--- config.mk ---
export PLATFORM = sky130hd
export DESIGN_NAME = sfla_rem
export DESIGN_NICKNAME = d
export VERILOG_FILES = /design/src/sv/sfla_pkg.sv /design/src/sv/sfla_rem.sv
export SDC_FILE = /design/constraint.sdc
export NUM_CORES = 1
export LEC_CHECK = 0
export BUFFER_PORTS_ARGS = -buffer_cell sky130_fd_sc_hd__buf_4
export CORE_UTILIZATION = 50
export DETAILED_ROUTE_END_ITERATION = 7
export PLACE_DENSITY = 0.69
export RECOVER_POWER = 50
export SLEW_MARGIN = 10
export SYNTH_ARGS = -nofsm -noshare
export SYNTH_HDL_FRONTEND = slang
export SYNTH_SLANG_ARGS = --single-unit
--- constraint.sdc ---
create_clock -name clock -period 2.95 [get_ports clock]
set_input_delay 0.295 -clock clock [delete_from_list [all_inputs] [get_ports clock]]
set_output_delay 0.295 -clock clock [all_outputs]
set_load 0.01 [all_outputs]
--- src/sv/sfla_pkg.sv ---
// Shared types, codes and constants of the slab free-list allocator.
`timescale 1ns / 1ps
`default_nettype none

package sfla_pkg;

   localparam int unsigned ADDR_W    = 32;
   localparam int unsigned SIZE_W    = 13;
   localparam int unsigned COUNT_W   = 13;
   localparam int unsigned STRIDE_W  = 14;
   localparam int unsigned KIND_W    = 2;
   localparam int unsigned CSR_IDX_W = 2;

   localparam int unsigned DEF_PAGE_BYTES    = 4096;
   localparam int unsigned DEF_WINDOW_PAGES  = 8;
   localparam int unsigned DEF_GRANULE_BYTES = 8;
   localparam int unsigned DEF_CLASS_COUNT   = 3;

   typedef enum logic [KIND_W-1:0] {
      KIND_DONATE = 2'd0,
      KIND_ALLOC  = 2'd1,
      KIND_FREE   = 2'd2,
      KIND_QUERY  = 2'd3
   } kind_type;

   typedef enum logic [CSR_IDX_W-1:0] {
      CSR_SMALL_BYTES  = 2'd0,
      CSR_MEDIUM_BYTES = 2'd1,
      CSR_LARGE_BYTES  = 2'd2,
      CSR_WINDOW_BASE  = 2'd3
   } csr_index_type;

   typedef struct packed {
      logic [KIND_W-1:0] kind;
      logic [SIZE_W-1:0] size;
      logic [ADDR_W-1:0] address;
   } req_type;

   typedef struct packed {
      logic [ADDR_W-1:0]  granted_address;
      logic               success;
      logic [COUNT_W-1:0] free_objects;
      logic [COUNT_W-1:0] live_objects;
   } rsp_type;

   function automatic logic [SIZE_W-1:0] reset_size(input int unsigned c);
      logic [SIZE_W-1:0] s;
      unique case (c)
         0:       s = SIZE_W'(32);
         1:       s = SIZE_W'(128);
         2:       s = SIZE_W'(512);
         default: s = '0;
      endcase
      return s;
   endfunction

endpackage

`default_nettype wire

--- src/sv/sfla_rem.sv ---
// Bit-serial remainder unit: dividend modulo stride, one dividend bit per cycle.
`timescale 1ns / 1ps
`default_nettype none

module sfla_rem
   import sfla_pkg::*;
(
   input  wire logic                clock,
   input  wire logic                reset,
   input  wire logic                start,
   input  wire logic [ADDR_W-1:0]   dividend,
   input  wire logic [STRIDE_W-1:0] divisor,
   output logic                     done,
   output logic                     zero
);

   localparam int unsigned CNT_W = $clog2(ADDR_W) + 1;
   localparam logic [CNT_W-1:0] CNT_LAST = CNT_W'(ADDR_W - 1);

   logic                busy_ff, busy_in;
   logic                done_ff, done_in;
   logic [CNT_W-1:0]    cnt_ff, cnt_in;
   logic [ADDR_W-1:0]   dvd_ff, dvd_in;
   logic [STRIDE_W-1:0] div_ff, div_in;
   logic [STRIDE_W-1:0] rem_ff, rem_in;

   always_comb begin
      logic [STRIDE_W:0] t;
      busy_in = busy_ff;
      done_in = 1'b0;
      cnt_in  = cnt_ff;
      dvd_in  = dvd_ff;
      div_in  = div_ff;
      rem_in  = rem_ff;
      t       = {rem_ff, dvd_ff[ADDR_W-1]};
      if (start) begin
         busy_in = 1'b1;
         cnt_in  = '0;
         dvd_in  = dividend;
         div_in  = divisor;
         rem_in  = '0;
      end else if (busy_ff) begin
         if (t >= {1'b0, div_ff}) begin
            t = t - {1'b0, div_ff};
         end
         rem_in = t[STRIDE_W-1:0];
         dvd_in = {dvd_ff[ADDR_W-2:0], 1'b0};
         cnt_in = cnt_ff + CNT_W'(1);
         if (cnt_ff == CNT_LAST) begin
            busy_in = 1'b0;
            done_in = 1'b1;
         end
      end
   end

   always_ff @(posedge clock) begin
      if (reset) begin
         busy_ff <= 1'b0;
         done_ff <= 1'b0;
      end else begin
         busy_ff <= busy_in;
         done_ff <= done_in;
      end
      cnt_ff <= cnt_in;
      dvd_ff <= dvd_in;
      div_ff <= div_in;
      rem_ff <= rem_in;
   end

   assign done = done_ff;
   assign zero = (rem_ff == '0);

endmodule

`default_nettype wire

## Yosys cells after proc, flatten, opt, wreduce, memory -nomap -nowiden

Cells that the tools add are included.

- Output and inout port bits: 2
- Register bits: 68

- Bitwise logic cells: 1
- $add $sub $neg: 2
- Reductions and logical operators: 3
- Order comparisons: 1
- Equal/unequal tests: 1
- Muxes and demuxes: 7

Operators with widths:

| kind | number |
|---|---|
| $mux 32 | 2 |
| $ge 15x14->1 | 1 |
| $logic_not 14->1 | 1 |
| $mux 14 | 1 |
| $sub 14x14->14 | 1 |
| $add 6x1->6 const B | 1 |
| $eq 6x5->1 const B | 1 |
| $mux 1 | 4 |
| $reduce_or 3->1 | 1 |
| $reduce_bool 2->1 | 1 |
| $not 1->1 | 1 |

## Depth between registers and ports, before layout

Gate-level depths: netlist (run 1).

- Depth in word-level cells: 4
- Mapped depth: 10
- Depth with buffers taken out: 10

## Least setup slack after synthesis (run 1)

Ideal clock, no wire load.

- Path type: register to register
- Start point: register dvd_ff[31]
- End point: register rem_ff[12]
- Stages on the path, launching flop included: 11
- Arrival: 2.106 ns
- Path slack: 0.753 ns
- Library setup time: 0.091 ns
- Period minus slack after synthesis: 2.197 ns
- Data required time: 2.859 ns
- Cell sequence: edfxtp_1 inv_1 ha_1 inv_1 fa_1 nand3_1 nand2_1 a311oi_1 a311o_1 o21bai_1 a311oi_1

- Cells in the longest elaborated chain, start to end: 2
- Elaborated cells between the ends (all ways): 3

RTL lines:

| element | RTL line | text |
|---|---|---|
| from (decl) | sfla_rem.sv:23 | `logic [ADDR_W-1:0] dvd_ff, dvd_in;` |
| from (signal assigned) | sfla_rem.sv:65 | `dvd_ff <= dvd_in;` |
| $sub 14x14->14 / $ge 15x14->1 (equally long branches) | sfla_rem.sv:44, sfla_rem.sv:43 |  |
| $mux 14 (*) | sfla_rem.sv:43 | `if (t >= {1'b0, div_ff}) begin` |
| to (signal assigned) | sfla_rem.sv:67 | `rem_ff <= rem_in;` |
| to (decl) | sfla_rem.sv:25 | `logic [STRIDE_W-1:0] rem_ff, rem_in;` |

Mark *: on every way between the ends. The rest lies on a longest branch, timed or not.
A chain may end at the register's enable or synchronous reset.

## Worst setup path after layout (run 1)

Same ends and word-level chain as after synthesis.

==> results.ini, run 1 <==
[setup_path]
crit_required_ns = 3.19
slowest_stage = a311oi_1
r2r_cells = 10
crit_type = reg -> reg
reg2reg_to = rem_ff[12]
reg2reg_from = dvd_ff[31]
crit_path_start_kind = flip-flop
crit_arrival_ns = 2.82
r2r_slack_ns = 0.38
worstSetupEndpointType = flip-flop
cpPeakStageDelay_ns = 0.58
path_max_fanout = 3
crit_chain = inv_1, ha_1, inv_1, fa_1, nand3_1, nand2_1, a311oi_1, a311o_1, o21bai_1, a311oi_1

[logic_synthesis]
yosysSeqAreaShare_pct = 50.7
yosysWarnings = 0
syn_inst = 307
synth-main-ff-cell = edfxtp_1
synth.ff_latch_count = 68
syn_area_um2 = 3590
synth_edf_count = 46
syn_avg_cell_area_um2 = 11.7
syn_nets = 372
synthArstFlopShare_pct = 0
synth_cell_types = 59

[cells_and_area]
layout_commonest_cell = edfxtp_1
n_antenna_cell = 0
mostFrequentLayoutCells = edfxtp_1 (46), buf_4 (37), mux2_2 (30), nor2_1 (24), dfxtp_1 (22)
final_nets = 422
drive_gt1_share_pct = 29.6
area_growth_syn_to_layout_pct = 18.5

[floorplanning]
die_w_um = 86.8
ioPinCount = 51
core_area_um2 = 6870
row_count = 30
dieArea_um2 = 7530
start_util_pct = 52.3
die-height_um = 86.8

[run]
maxCapViolCount = 1

[pwr]
sequentialPowerShare_pct = 45.9
switching_share_pct = 27.2
intPower_mw = 1.84
ir_drop_uv = 296
power_density_nw_per_um2 = 592
p_sw_mw = 0.687
combPwrFrac_pct = 20.0
clkPwrFrac_pct = 34.0
power.leakage_nw = 1.71

[global_route]
grt_usage_pct = 20.6
antenna_found_initial = 0
grt_pass1_wl_um = 11700
grt_overflow = 0
grt_pass1_vias = 2457
grt_max_degree = 40

[sta]
fin_skew_ns = 0.00942
maxSlewHeadroom_pct = -19.9
tightest_slew_ns = 1.80
finalWorstPathRequiredPeriod_ns = 2.57
post-route-period-util_pct = 87.3
drv_slew = 40
hold_violations = 0
fmax_mhz = 388
timing.hold.ws_ns = 0.107
finalSetupViolCount = 0
rsz0062_at_grt = no
fin_tns_setup_ns = 0

[clock_network]
ctsLongestPathBuffers = 2
insertion_delay_ns = 0.35
htree_num_levels = 3
cts_sinks = 68
clk_pin_slew_ns = 0.08
cts_hold_buf = 0
cts_tree = yes
cts_buffers = 9
cts_setup_buffers = 0
cts_resized = 0
cts-root-buf = clkbuf_8

[routing]
vias = 2514
drt-pass1-iter-count = 4
routedWlPerCell_um = 15.6
post-route-drc-count = 0
vias_per_cell = 5.49
drt_iter0_drc = 133
ant_nets = 0
routed_wl_um = 7150

[min_path]
hp-class = in -> reg
hold_start = reset
worstHoldPathCells = 2
hold-path-endpoint = done

[run_status]
violations = capacitance limit, slew limit
status = finished, violations left

[placed_design]
place_hpwl_um = 4920
gp_congestion = 0.816
port_buffers = 50

-- critical path, delay by kind of cell, from the launching register on --
family / cells / cell delay (ns)
buffers and inverters: 2 / 0.13
DFF: 1 / 0.39
adders and majority gates: 2 / 0.59
and+or+nand+nor: 2 / 0.18
AOI/OAI and AO/OA: 4 / 1.17
-- through the flow --
step	util, %	std cells	cell area (um^2)	setup WS, ns	total power [mW]
after floorplan	-	307	3590	0.753	1.54
after global placement	58.9	442	4050	0.574	1.67
after detailed placement	58.9	442	4050	0.418	1.68
after CTS	62.1	458	4270	0.404	2.54
after global routing	62.0	458	4260	0.251	2.63
final	62.0	458	4260	0.375	2.52
-- per-layer routing --
| metal | wire length (um) | global-route usage [%] |
|---|---|---|
| met5 | 0 | 0 |
| met4 | 116 | 9.39 |
| met3 | 245 | 4.57 |
| met2 | 3370 | 32.0 |
| met1 | 3410 | 27.6 |
-- power by group through the flow --
stage                     logic [mW]  registers (mW)  clock network (mW)
final                          0.506            1.16               0.858
after global routing           0.555            1.17               0.911
after CTS                      0.507            1.16               0.876
after detailed placement       0.504            1.18                   0
after global placement         0.495            1.18                   0
after floorplan                0.375            1.16                   0
-- cells in the mapped netlist (5+ instances only) --
master,count,area share [%]
xor2_1,7,1.7
edfxtp_1,46,38
a21oi_1,10,1.4
buf_1,6,0.63
nand3b_1,5,1.0
mux2_2,31,9.7
nand3_1,6,0.84
dfxtp_1,22,12
inv_1,17,1.8
xnor2_1,8,1.9
mux2i_1,7,1.9
o21a_1,5,1.0
nor2_1,24,2.5
nand2_1,13,1.4
ha_1,15,5.2
a211oi_1,6,1.3
-- sequential cells by signal, indices dropped and copies added (netlist names) --
| register | count |
|---|---|
| div_ff | 14 |
| busy_ff | 1 |
| cnt_ff | 6 |
| done | 1 |
| rem_ff | 14 |
| dvd_ff | 32 |
-- logic make-up after synthesis --
kind of cell / count (synthesis) / synth area share [%]
AOI/OAI and AO/OA: 55 / 11.9
xor gates and xnor gates: 15 / 3.66
adders and majority gates: 16 / 5.78
buffers and inverters: 31 / 3.55
DFF: 68 / 50.7
muxes: 38 / 11.7
and+or+nand+nor: 84 / 12.7
-- worst max path at each step --
stage | from | endpoint | slack, ns | cells past startpoint
6_report | dvd_ff[31] | rem_ff[12] | 0.38 | 10
5_1_grt | start | dvd_ff[29] | 0.25 | 3
4_1_cts | dvd_ff[31] | rem_ff[12] | 0.40 | 10
3_5_place_dp | dvd_ff[31] | rem_ff[12] | 0.42 | 10
3_3_place_gp | dvd_ff[31] | rem_ff[12] | 0.57 | 10
2_1_floorplan | dvd_ff[31] | rem_ff[12] | 0.75 | 10
-- layout make-up --
type | count | area, um^2
Multi-Input combinational cell | 208 | 1640
Timing Repair Buffer | 53 | 390
Fill cell | 570 | 2610
Clock buffer | 10 | 128
Inverter | 17 | 63.8
Tap cell | 96 | 120
Clock inverter | 6 | 90.1
Sequential cell | 68 | 1820
Note: power is estimated with default switching activity, not from simulation.
==> inputs of run 2 (changes only) <==
Settings changed: CORE_ASPECT_RATIO set to 2, GPL_TIMING_DRIVEN set to 1.
==> results.ini, run 2 (synthesis results as in run 1) <==
[floorplanning]
row_count = 43
dieArea_um2 = 7550
die-height_um = 122
die_w_um = 61.9
core_area_um2 = 6940
start_util_pct = 51.8
ioPinCount = 51

[setup_path]
critPathBufInv = 2
r2r_cells = 10
crit_arrival_ns = 2.70
slowest_stage = a311oi_1
worstSetupEndpointType = flip-flop
crit_cells = 10
cp-startpoint = dvd_ff[31]
crit_chain = inv_1, ha_1, inv_1, fa_1, nand3_1, nand2_1, a311oi_1, xnor2_1, mux2i_1, a211oi_1
cpPeakStageDelay_ns = 0.50
path_max_fanout = 3
r2r_slack_ns = 0.46
crit_required_ns = 3.17
crit_type = reg -> reg
crit_path_start_kind = flip-flop
cp_top_family = compound AO/OA/AOI/OAI gates
reg2reg_to = rem_ff[8]
cpMostUsedCell = inv_1
reg2reg_from = dvd_ff[31]

[cells_and_area]
drive_gt1_share_pct = 29.0
layout_commonest_cell = edfxtp_1
final-instance-count-excl-fill = 452
mostFrequentLayoutCells = edfxtp_1 (46), buf_4 (37), mux2_2 (31), nor2_1 (24), dfxtp_1 (22)
num-fill-cells = 559
fin_util_pct = 61.8
final_nets = 422
top_regs = dvd_ff: 32 flops, div_ff: 14 flops, rem_ff: 14 flops
n_antenna_cell = 0
largest_register_ffs = 32
final_area_um2 = 4290
area_growth_syn_to_layout_pct = 19.4
largest-register = dvd_ff

[placed_design]
dp_cells = 436
gp_congestion = 0.864
place_area_um2 = 4040
place_hpwl_um = 5160
port_buffers = 50

[global_route]
grt_pass1_wl_um = 11800
met3_usage_pct = 4.67
grt_util_met2_pct = 36.3
top_usage_layer = met2
grt_usage_pct = 21.6
grt_pass1_vias = 2586
antenna_found_initial = 0
grt_max_degree = 44
grt.met1_usage_pct = 24.2
grt_overflow = 0

[min_path]
hp-class = in -> reg
hold_start = reset
worstHoldPathCells = 2
hold-path-endpoint = busy_ff

[routing]
vias_per_cell = 5.56
drt-pass1-iter-count = 5
routedWlPerCell_um = 15.7
vias = 2514
ant_nets = 0
post-route-drc-count = 0
drt_iter0_drc = 154
routed_wl_um = 7090

[clock_network]
ctsLongestPathBuffers = 2
cts_hold_buf = 0
cts_buffers = 9
clk_pin_slew_ns = 0.05
cts_sinks = 68
cts_resized = 0
htree_num_levels = 3
cts_setup_buffers = 0
cts_tree = yes
cts-root-buf = clkbuf_16
insertion_delay_ns = 0.33

[sta]
tightest_slew_ns = 1.45
post-route-period-util_pct = 84.3
timing.hold.ws_ns = 0.133
finalWorstPathRequiredPeriod_ns = 2.49
drv_slew = 0
rsz0062_at_grt = no
maxSlewHeadroom_pct = 3.55
finalSetupViolCount = 0
fin_tns_setup_ns = 0
fmax_mhz = 402
fin_skew_ns = 0.00661
hold_violations = 0

[pwr]
power_density_nw_per_um2 = 608
power.leakage_nw = 1.73
ir_drop_uv = 498

[run_status]
status = completed

[run]
maxCapViolCount = 0

run 2: final cells by class:
cell class                      count  area (um^2)  area share, %
Clock inverter                      3         17.5          0.408
Sequential cell                    68         1820           42.5
Timing Repair Buffer               53          390           9.10
Clock buffer                       13          240           5.60
Tap cell                           90          113           2.62
Multi-Input combinational cell    208         1640           38.3
Inverter                           17         63.8           1.49
run 2: worst max-delay path by stage:
stage / endpoint / slack (ns)
finish: rem_ff[8] / 0.46
global route: rem_ff[8] / 0.32
CTS: rem_ff[8] / 0.51
detailed placement: rem_ff[8] / 0.53
global placement: rem_ff[0] / 0.60
floorplan: rem_ff[12] / 0.75
run 2: stage by stage:
stage / power [mW] / setup WS (ns)
after floorplan: 1.54 / 0.753
after global placement: 1.68 / 0.599
after detailed placement: 1.68 / 0.527
after CTS: 2.62 / 0.511
after global routing: 2.72 / 0.320
final: 2.61 / 0.462
run 2: per-layer routing:
layer	vias up	part of all wire, %
met2	68	54
met4	0	3.4
li1	1244	-
met3	19	3.4
met1	1183	39
met5	-	0
run 2: where the power goes:
part           leakage [nW]  switching [mW]  internal [mW]  total, mW
Clock                 0.124           0.375          0.566      0.941
Sequential            0.640          0.0450           1.12       1.16
Combinational         0.969           0.262          0.243      0.505
